**src/rtl/postfix_stack_evaluator_top_defines.svh**
```systemverilog
// assertion macros for the postfix evaluator
`ifndef POSTFIX_STACK_EVALUATOR_TOP_DEFINES_SVH
`define POSTFIX_STACK_EVALUATOR_TOP_DEFINES_SVH

`ifndef SYNTHESIS
`define PSE_ASSERT_NOW(lbl, clk, rst, pre, post) \
   lbl: assert property (@(posedge clk) disable iff (rst) (pre) |-> (post)) \
      else $error("pse: same-cycle check failed");
`define PSE_ASSERT_NEXT(lbl, clk, rst, pre, post) \
   lbl: assert property (@(posedge clk) disable iff (rst) (pre) |=> (post)) \
      else $error("pse: next-cycle check failed");
`else
`define PSE_ASSERT_NOW(lbl, clk, rst, pre, post)
`define PSE_ASSERT_NEXT(lbl, clk, rst, pre, post)
`endif

`endif

```
**src/rtl/pse_pkg.sv**
```systemverilog
`default_nettype none

package pse_pkg;

   typedef logic signed [31:0] q16_type;

   localparam logic [1:0] REQ_PUSH    = 2'd0;
   localparam logic [1:0] REQ_APPLY   = 2'd1;
   localparam logic [1:0] REQ_FINISH  = 2'd2;

   localparam logic [2:0] ST_OK          = 3'd0;
   localparam logic [2:0] ST_UNDERFLOW   = 3'd1;
   localparam logic [2:0] ST_OVERFLOW    = 3'd2;
   localparam logic [2:0] ST_DIVZERO     = 3'd3;
   localparam logic [2:0] ST_UNSUPPORTED = 3'd4;

   localparam logic [7:0] CHAR_PLUS  = 8'h2B;
   localparam logic [7:0] CHAR_MINUS = 8'h2D;
   localparam logic [7:0] CHAR_STAR  = 8'h2A;
   localparam logic [7:0] CHAR_SLASH = 8'h2F;

   localparam q16_type Q16_MAX = 32'sh7FFF_FFFF;
   localparam q16_type Q16_MIN = 32'sh8000_0000;

   // dividend is |a| shifted up by the fraction width
   localparam int DIV_STEPS = 48;

   typedef enum logic [1:0] {
      ALU_ADD,
      ALU_SUB,
      ALU_MUL,
      ALU_DIV
   } alu_op_type;

   typedef struct packed {
      logic       start;
      alu_op_type op;
   } alu_cmd_type;

endpackage

`default_nettype wire

```
**src/rtl/pse_alu.sv**
```systemverilog
`default_nettype none

module pse_alu
   import pse_pkg::*;
(
   input  logic        clock,
   input  logic        reset,
   input  alu_cmd_type cmd,
   input  q16_type     opa,
   input  q16_type     opb,
   output logic        done,
   output q16_type     result
);

   typedef enum logic [1:0] {
      A_IDLE,
      A_MUL,
      A_DIV,
      A_FIX
   } alu_state_type;

   alu_state_type      state_ff, state_in;
   logic signed [63:0] prod_ff, prod_in;
   logic [47:0]        quo_ff, quo_in;
   logic [31:0]        rem_ff, rem_in;
   logic [31:0]        dvs_ff, dvs_in;
   logic [5:0]         cnt_ff, cnt_in;
   logic               neg_ff, neg_in;
   logic               done_ff, done_in;
   q16_type            result_ff, result_in;

   logic [32:0]        sum;
   logic signed [63:0] rounded;
   logic [32:0]        trial;
   logic [31:0]        abs_a, abs_b;

   assign abs_a   = opa[31] ? (~opa + 32'd1) : opa;
   assign abs_b   = opb[31] ? (~opb + 32'd1) : opb;
   assign sum     = (cmd.op == ALU_SUB) ? ({opa[31], opa} - {opb[31], opb})
                                        : ({opa[31], opa} + {opb[31], opb});
   // round half up, then floor
   assign rounded = (prod_ff + 64'sd32768) >>> 16;
   assign trial   = {rem_ff, quo_ff[47]} - {1'b0, dvs_ff};

   always_comb begin
      state_in  = state_ff;
      prod_in   = prod_ff;
      quo_in    = quo_ff;
      rem_in    = rem_ff;
      dvs_in    = dvs_ff;
      cnt_in    = cnt_ff;
      neg_in    = neg_ff;
      done_in   = 1'b0;
      result_in = result_ff;
      case (state_ff)
         A_IDLE: begin
            if (cmd.start) begin
               case (cmd.op)
                  ALU_ADD, ALU_SUB: begin
                     done_in = 1'b1;
                     if (sum[32] != sum[31]) begin
                        result_in = sum[32] ? Q16_MIN : Q16_MAX;
                     end else begin
                        result_in = sum[31:0];
                     end
                  end
                  ALU_MUL: begin
                     prod_in  = 64'(opa) * 64'(opb);
                     state_in = A_MUL;
                  end
                  default: begin
                     quo_in   = {abs_a, 16'd0};
                     dvs_in   = abs_b;
                     rem_in   = 32'd0;
                     cnt_in   = 6'd0;
                     neg_in   = opa[31] ^ opb[31];
                     state_in = A_DIV;
                  end
               endcase
            end
         end
         A_MUL: begin
            done_in  = 1'b1;
            state_in = A_IDLE;
            if ((&rounded[63:31]) || !(|rounded[63:31])) begin
               result_in = rounded[31:0];
            end else begin
               result_in = rounded[63] ? Q16_MIN : Q16_MAX;
            end
         end
         A_DIV: begin
            if (!trial[32]) begin
               rem_in = trial[31:0];
            end else begin
               rem_in = {rem_ff[30:0], quo_ff[47]};
            end
            quo_in = {quo_ff[46:0], !trial[32]};
            cnt_in = cnt_ff + 6'd1;
            if (cnt_ff == 6'(DIV_STEPS - 1)) begin
               state_in = A_FIX;
            end
         end
         A_FIX: begin
            done_in  = 1'b1;
            state_in = A_IDLE;
            if (!neg_ff && (quo_ff > 48'h0000_7FFF_FFFF)) begin
               result_in = Q16_MAX;
            end else if (neg_ff && (quo_ff > 48'h0000_8000_0000)) begin
               result_in = Q16_MIN;
            end else if (neg_ff) begin
               result_in = ~quo_ff[31:0] + 32'd1;
            end else begin
               result_in = quo_ff[31:0];
            end
         end
         default: begin
            state_in = A_IDLE;
         end
      endcase
   end

   always_ff @(posedge clock) begin
      if (reset) begin
         state_ff <= A_IDLE;
         done_ff  <= 1'b0;
      end else begin
         state_ff <= state_in;
         done_ff  <= done_in;
      end
      prod_ff   <= prod_in;
      quo_ff    <= quo_in;
      rem_ff    <= rem_in;
      dvs_ff    <= dvs_in;
      cnt_ff    <= cnt_in;
      neg_ff    <= neg_in;
      result_ff <= result_in;
   end

   assign done   = done_ff;
   assign result = result_ff;

endmodule

`default_nettype wire

```
**src/rtl/postfix_stack_evaluator_top.sv**
```systemverilog
// channel    direction  handshake            payload
// request    in         req_valid/req_stall  req_type, req_token_value, req_operator_char
// response   out        rsp_valid/rsp_stall  rsp_status, rsp_top_value, rsp_depth,
//                                            rsp_result_valid
//
// one request at a time; req_stall is high from acceptance until its response is registered
// push, finish and rejected requests answer from the execute state; add, subtract, multiply and divide
// go through the shared unit, divide by its one-bit-per-cycle restoring loop, and then write back
// the top value is held in a register, the rest of the stack in a one-read one-write memory
// synchronous reset empties the stack; a stalled response holds the next result back
`default_nettype none

`include "postfix_stack_evaluator_top_defines.svh"

module postfix_stack_evaluator_top
   import pse_pkg::*;
#(
   parameter int STACK_DEPTH = 16
) (
   input  logic        clock,
   input  logic        reset,
   input  logic        req_valid,
   output logic        req_stall,
   input  logic [1:0]  req_type,
   input  q16_type     req_token_value,
   input  logic [7:0]  req_operator_char,
   output logic        rsp_valid,
   input  logic        rsp_stall,
   output logic [2:0]  rsp_status,
   output q16_type     rsp_top_value,
   output logic [4:0]  rsp_depth,
   output logic        rsp_result_valid
);

   localparam int IDX_W = $clog2(STACK_DEPTH);
   localparam int CNT_W = $clog2(STACK_DEPTH + 1);

   typedef enum logic [1:0] {
      S_IDLE,
      S_EXEC,
      S_CALC,
      S_WB
   } top_state_type;

   top_state_type    state_ff, state_in;
   logic [1:0]       type_ff, type_in;
   q16_type          token_ff, token_in;
   logic [7:0]       char_ff, char_in;
   logic [CNT_W-1:0] count_ff, count_in;
   q16_type          top_ff, top_in;
   q16_type          res_ff, res_in;
   logic             rsp_valid_ff, rsp_valid_in;
   logic [2:0]       rsp_status_ff, rsp_status_in;
   q16_type          rsp_top_ff, rsp_top_in;
   logic [4:0]       rsp_depth_ff, rsp_depth_in;
   logic             rsp_result_valid_ff, rsp_result_valid_in;

   logic [31:0]      mem [STACK_DEPTH];
   q16_type          rd_data_ff;
   logic             mem_we;
   logic [IDX_W-1:0] mem_wa;
   logic [IDX_W-1:0] rd_idx;
   logic [CNT_W-1:0] count_m1;
   logic [CNT_W-1:0] count_m2;

   alu_cmd_type      alu_cmd;
   alu_op_type       alu_op;
   logic             alu_done;
   q16_type          alu_result;

   logic             op_known;
   logic             go_alu;
   logic             slot_free;
   q16_type          cur_top;

   assign count_m1  = count_ff - CNT_W'(1);
   assign count_m2  = count_ff - CNT_W'(2);
   assign rd_idx    = count_m2[IDX_W-1:0];
   assign mem_wa    = count_m1[IDX_W-1:0];
   assign cur_top   = (count_ff == '0) ? 32'sd0 : top_ff;
   assign slot_free = !rsp_valid_ff || !rsp_stall;
   assign op_known  = (char_ff == CHAR_PLUS) || (char_ff == CHAR_MINUS) ||
                      (char_ff == CHAR_STAR) || (char_ff == CHAR_SLASH);
   assign go_alu    = (type_ff == REQ_APPLY) && op_known && (count_ff >= CNT_W'(2)) &&
                      !((char_ff == CHAR_SLASH) && (top_ff == 32'sd0));

   always_comb begin
      case (char_ff)
         CHAR_PLUS:  alu_op = ALU_ADD;
         CHAR_MINUS: alu_op = ALU_SUB;
         CHAR_STAR:  alu_op = ALU_MUL;
         default:    alu_op = ALU_DIV;
      endcase
   end

   assign alu_cmd.start = (state_ff == S_EXEC) && go_alu;
   assign alu_cmd.op    = alu_op;

   pse_alu u_alu (
      .clock  (clock),
      .reset  (reset),
      .cmd    (alu_cmd),
      .opa    (rd_data_ff),
      .opb    (top_ff),
      .done   (alu_done),
      .result (alu_result)
   );

   always_comb begin
      state_in            = state_ff;
      type_in             = type_ff;
      token_in            = token_ff;
      char_in             = char_ff;
      count_in            = count_ff;
      top_in              = top_ff;
      res_in              = res_ff;
      rsp_valid_in        = rsp_valid_ff && rsp_stall;
      rsp_status_in       = rsp_status_ff;
      rsp_top_in          = rsp_top_ff;
      rsp_depth_in        = rsp_depth_ff;
      rsp_result_valid_in = rsp_result_valid_ff;
      mem_we              = 1'b0;
      case (state_ff)
         S_IDLE: begin
            if (req_valid) begin
               type_in  = req_type;
               token_in = req_token_value;
               char_in  = req_operator_char;
               state_in = S_EXEC;
            end
         end
         S_EXEC: begin
            if (go_alu) begin
               state_in = S_CALC;
            end else if (slot_free) begin
               state_in            = S_IDLE;
               rsp_valid_in        = 1'b1;
               rsp_status_in       = ST_OK;
               rsp_top_in          = cur_top;
               rsp_depth_in        = 5'(count_ff);
               rsp_result_valid_in = 1'b0;
               case (type_ff)
                  REQ_PUSH: begin
                     if (count_ff >= CNT_W'(STACK_DEPTH)) begin
                        rsp_status_in = ST_OVERFLOW;
                     end else begin
                        // spill the old top below the new one
                        mem_we       = (count_ff != '0);
                        top_in       = token_ff;
                        count_in     = count_ff + CNT_W'(1);
                        rsp_top_in   = token_ff;
                        rsp_depth_in = 5'(count_ff + CNT_W'(1));
                     end
                  end
                  REQ_APPLY: begin
                     if (!op_known) begin
                        rsp_status_in = ST_UNSUPPORTED;
                     end else if (count_ff < CNT_W'(2)) begin
                        rsp_status_in = ST_UNDERFLOW;
                     end else begin
                        rsp_status_in = ST_DIVZERO;
                     end
                  end
                  REQ_FINISH: begin
                     if (count_ff == '0) begin
                        rsp_status_in = ST_UNDERFLOW;
                     end else begin
                        count_in            = '0;
                        rsp_depth_in        = 5'd0;
                        rsp_result_valid_in = 1'b1;
                     end
                  end
                  default: begin
                     rsp_status_in = ST_UNSUPPORTED;
                  end
               endcase
            end
         end
         S_CALC: begin
            if (alu_done) begin
               res_in   = alu_result;
               state_in = S_WB;
            end
         end
         S_WB: begin
            if (slot_free) begin
               state_in            = S_IDLE;
               top_in              = res_ff;
               count_in            = count_m1;
               rsp_valid_in        = 1'b1;
               rsp_status_in       = ST_OK;
               rsp_top_in          = res_ff;
               rsp_depth_in        = 5'(count_m1);
               rsp_result_valid_in = 1'b0;
            end
         end
         default: begin
            state_in = S_IDLE;
         end
      endcase
   end

   always_ff @(posedge clock) begin
      if (reset) begin
         state_ff     <= S_IDLE;
         count_ff     <= '0;
         rsp_valid_ff <= 1'b0;
      end else begin
         state_ff     <= state_in;
         count_ff     <= count_in;
         rsp_valid_ff <= rsp_valid_in;
      end
      type_ff             <= type_in;
      token_ff            <= token_in;
      char_ff             <= char_in;
      top_ff              <= top_in;
      res_ff              <= res_in;
      rsp_status_ff       <= rsp_status_in;
      rsp_top_ff          <= rsp_top_in;
      rsp_depth_ff        <= rsp_depth_in;
      rsp_result_valid_ff <= rsp_result_valid_in;
   end

   always_ff @(posedge clock) begin
      if (mem_we) begin
         mem[mem_wa] <= top_ff;
      end
      rd_data_ff <= mem[rd_idx];
   end

   assign req_stall        = (state_ff != S_IDLE);
   assign rsp_valid        = rsp_valid_ff;
   assign rsp_status       = rsp_status_ff;
   assign rsp_top_value    = rsp_top_ff;
   assign rsp_depth        = rsp_depth_ff;
   assign rsp_result_valid = rsp_result_valid_ff;

   `PSE_ASSERT_NOW(a_count_bound, clock, reset, 1'b1, count_ff <= CNT_W'(STACK_DEPTH))
   `PSE_ASSERT_NEXT(a_busy_after_accept, clock, reset, req_valid && !req_stall, req_stall)
   `PSE_ASSERT_NOW(a_alu_done_in_calc, clock, reset, alu_done, state_ff == S_CALC)
   `PSE_ASSERT_NOW(a_finish_empties, clock, reset, rsp_valid && rsp_result_valid, (rsp_depth == 5'd0) && (rsp_status == ST_OK))

endmodule

`default_nettype wire

```
**config.mk**
```make
export PLATFORM = sky130hd
export DESIGN_NAME = postfix_stack_evaluator_top
export DESIGN_NICKNAME = d
export VERILOG_FILES = /design/src/rtl/pse_pkg.sv /design/src/rtl/pse_alu.sv /design/src/rtl/postfix_stack_evaluator_top.sv
export VERILOG_INCLUDE_DIRS = /design/src /design/src/rtl
export SDC_FILE = /design/constraint.sdc
export NUM_CORES = 2
export LEC_CHECK = 0
export BUFFER_PORTS_ARGS = -buffer_cell sky130_fd_sc_hd__buf_4
export CAP_MARGIN = 20
export CORE_MARGIN = 8
export CORE_UTILIZATION = 55
export DETAILED_ROUTE_END_ITERATION = 6
export PLACE_DENSITY = 0.81
export SLEW_MARGIN = 30
export SYNTH_ARGS = -nofsm -noshare
export SYNTH_HDL_FRONTEND = slang
export SYNTH_HIERARCHICAL = 1
export SYNTH_SLANG_ARGS = --single-unit
```
**constraint.sdc**
```tcl
create_clock -name clock -period 8.4 [get_ports clock]
set_input_delay 0 -clock clock [delete_from_list [all_inputs] [get_ports clock]]
set_output_delay 0 -clock clock [all_outputs]
set_load 0.01 [all_outputs]
```
==> results.json <==
{
  "dp_hpwl_mm": 162.5,
  "antenna_found_initial": 17,
  "max_freq_ghz": 0.1226,
  "met1_length_mm": 77.26,
  "worst_pin_slew_ns": 1.101,
  "grt_pass1_wl_mm": 351.9,
  "cts_buffer_depth": 3,
  "cts_buffers": 92,
  "skew_ns": 0.05644,
  "layoutNonFillerInstCount": 8810,
  "coreArea_mm2": 0.1394,
  "period_minus_slack_ns": 8.154,
  "cts_htree_levels": 3,
  "drt_pass1_iterations": 7,
  "cts_tree": "yes",
  "cts_root_buffer": "clkbuf_16",
  "clock-sinks": 902,
  "seq_area_mm2": 0.02668,
  "netlist.area_leader.share_pct": 33.43,
  "drt_iter0_markers": 6882,
  "yosysSeqAreaShare_pct": 34.55,
  "crit_arrival_ns": 8.67,
  "route.met2.wl_mm": 107.9,
  "initial_utilization_pct": 55.36,
  "routed_via_density": 6.178,
  "fillers": 10184,
  "dp_cells": 8549,
  "dieArea_mm2": 0.1525,
  "final_nets": 8235,
  "outcome": "complete, but fails checks",
  "drcViolationCount": 2,
  "maxSlewViolCount": 0,
  "rows": 137,
  "clk_pin_slew_ns": 0.07,
  "final_core_util_pct": 61.19,
  "critPathLaunchType": "register",
  "crit_required_ns": 8.91,
  "cp_max_fo": 8,
  "holdWs_ns": 0.01162,
  "clock_latency_ns": 0.73,
  "endpoint_kind": "register",
  "slew_headroom_pct": 26.57,
  "async_reset_ff_share_pct": 0,
  "crit_slowest_cell": "dfxtp_1",
  "final.setup.tns_ns": 0,
  "synthDistinctLibCells": 113,
  "period_share_pct": 97.07,
  "violations": "design-rule violations",
  "syn_nets": 8088,
  "crit_chain": "buf_4, nand2_1, fa_1, inv_1, fa_1, fa_1, inv_1, fa_1, inv_1, fa_1, fa_1, fa_1, fa_1, ha_1, nand3_1, or4_1, nor2_1, a211oi_1, a31oi_1, buf_4, a21oi_1, nor2_1, a311oi_1",
  "synth_top_flop_cell": "edfxtp_1",
  "gp_congestion": 0.9980,
  "grt.overflow.total": 0,
  "setup_viol": 0,
  "cp_top_family": "adder cells",
  "syn2layout_area_growth_pct": 10.53,
  "multiInputGateArea_mm2": 0.04512,
  "hold_path.class": "primary input to register",
  "ys_ff_latch": 902,
  "fp.dieH_um": 390.5,
  "syn_inst": 6700,
  "wl_met3_mm": 28.56,
  "syn_avg_cell_area_um2": 11.52,
  "grt_pass1_vias": 58457,
  "rsz0062_at_grt": "no",
  "synth.yosys.warnings": 6,
  "synth_largest_area_cell": "edfxtp_1",
  "critPathMaxStageDelay_ns": 0.74,
  "drt-total-wl_mm": 233.1,
  "postRouteAntennaNets": 0,
  "criticalPathCategory": "register to register",
  "hold_viol": 0,
  "path_common_cell": "fa_1",
  "wl_per_cell_um": 26.46,
  "maxCapViolCount": 0,
  "highest_layer": "met5",
  "vias": 54427,
  "io_buffers": 88,
  "pin_count": 89,
  "syn-cell-area_mm2": 0.07716,
  "drive_gt1_share_pct": 11.01,
  "grt_max_degree": 111,
  "crit_buf_inv": 5,
  "synth.area.top_cells": "edfxtp_1, fa_1, inv_1",
  "die-width_um": 390.5,
  "synth-edff-count": 859,
  "globalRouteTotalUtil_pct": 30.52
}
-- metal layers --
metal / vias up / track usage [%]
met2: 3862 / 48.56
met4: 18 / 20.25
li1: 22141 / -
met3: 1157 / 9.175
met5: - / 0
met1: 27249 / 36.01
-- layout make-up --
cell class | count | share of cell area, %
repair buffers | 427 | 4.517
clock buffers | 114 | 2.893
clock inverters | 54 | 0.7967
inverters | 1092 | 4.809
diodes | 13 | 0.03815
well taps | 1876 | 2.752
flip-flops and latches | 902 | 31.29
multi-input cells | 4332 | 52.91
-- worst paths after layout --
path | startpoint | to | slack (ns) | depth (start not counted)
worst max register to register | rd_data_ff[29] | u_alu/prod_ff[56] | 0.25 | 23
worst min register to register | u_alu/result[9] | res_ff[9] | 0.41 | 0
worst min-delay path | req_token_value[31] | token_ff[31] | 0.01 | 2
worst max-delay path | rd_data_ff[29] | u_alu/prod_ff[56] | 0.25 | 23
-- synthesized netlist by cell type (all sizes together) (5+ instances only) --
master / instances
a211o: 12
a211oi: 20
a21boi: 7
a21o: 45
a21oi: 136
a221oi: 21
a22oi: 45
a31o: 5
a31oi: 19
and2: 523
and3: 26
buf: 77
clkbuf: 296
dfxtp: 43
edfxtp: 859
fa: 1083
ha: 259
inv: 1092
mux2i: 38
mux4: 160
nand2: 796
nand2b: 31
nand3: 73
nand4: 35
nor2: 209
nor2b: 23
nor3: 56
nor3b: 15
nor4: 30
nor4b: 5
o211ai: 14
o21a: 31
o21ai: 160
o21bai: 15
o221ai: 5
o311ai: 17
o31a: 6
o31ai: 31
o41ai: 9
or2: 10
or3: 38
or4: 11
xnor2: 146
xor2: 105
-- flip-flops by register name, indices dropped and copies added (netlist names), 32 cells and up --
signal	cells
mem	512
u_alu/prod_ff	49
u_alu/quo_ff	48
rd_data_ff	32
res_ff	32
rsp_top_value	32
token_ff	32
top_ff	32
u_alu/dvs_ff	32
u_alu/rem_ff	32
u_alu/result	32
-- kinds of logic (layout without fill, tap and decap cells) --
group | count (synthesis) | in the layout | share of synthesized area, %
AOI/OAI and AO/OA | 636 | 636 | 5.496
xor gates and xnor gates | 251 | 251 | 2.869
adders and majority gates | 1344 | 1344 | 32.33
buffers and inverters | 1466 | 1687 | 7.323
DFF | 902 | 902 | 34.55
muxes | 199 | 199 | 5.183
other | 0 | 13 | 0
and+or+nand+nor | 1902 | 1902 | 12.26
-- placed cells by master, fill, tap and decap left out, types with 134 or more instances in the layout --
| cell type | n |
|---|---|
| edfxtp_1 | 859 |
| fa_1 | 1083 |
| nor2_1 | 187 |
| nand2_1 | 795 |
| and2_1 | 522 |
| xnor2_1 | 144 |
| a21oi_1 | 134 |
| ha_1 | 258 |
| mux4_2 | 160 |
| buf_4 | 318 |
| inv_1 | 1087 |
-- timing repair --
action / in CTS / in global routing
hold buffers: 65 / 1
buffers inserted: 2 / 8
resized for setup: 0 / 21
cloned: 0 / 0
hold endpoints to repair: 69 / 1
endpoints found under the setup margin: 1 / 20
-- per-stage QoR --
stage               instance area (µm²)  setup WS [ns]
floorplan                         77160        0.06522
finish                            85280         0.2462
CTS                               84980      0.0005178
global route                      85250        0.02258
detailed placement                81170        0.01055
global placement                  81110      -0.004919
Power is not shown: default switching activity piles up to over one toggle a cycle in this logic, so the estimate is an artifact.
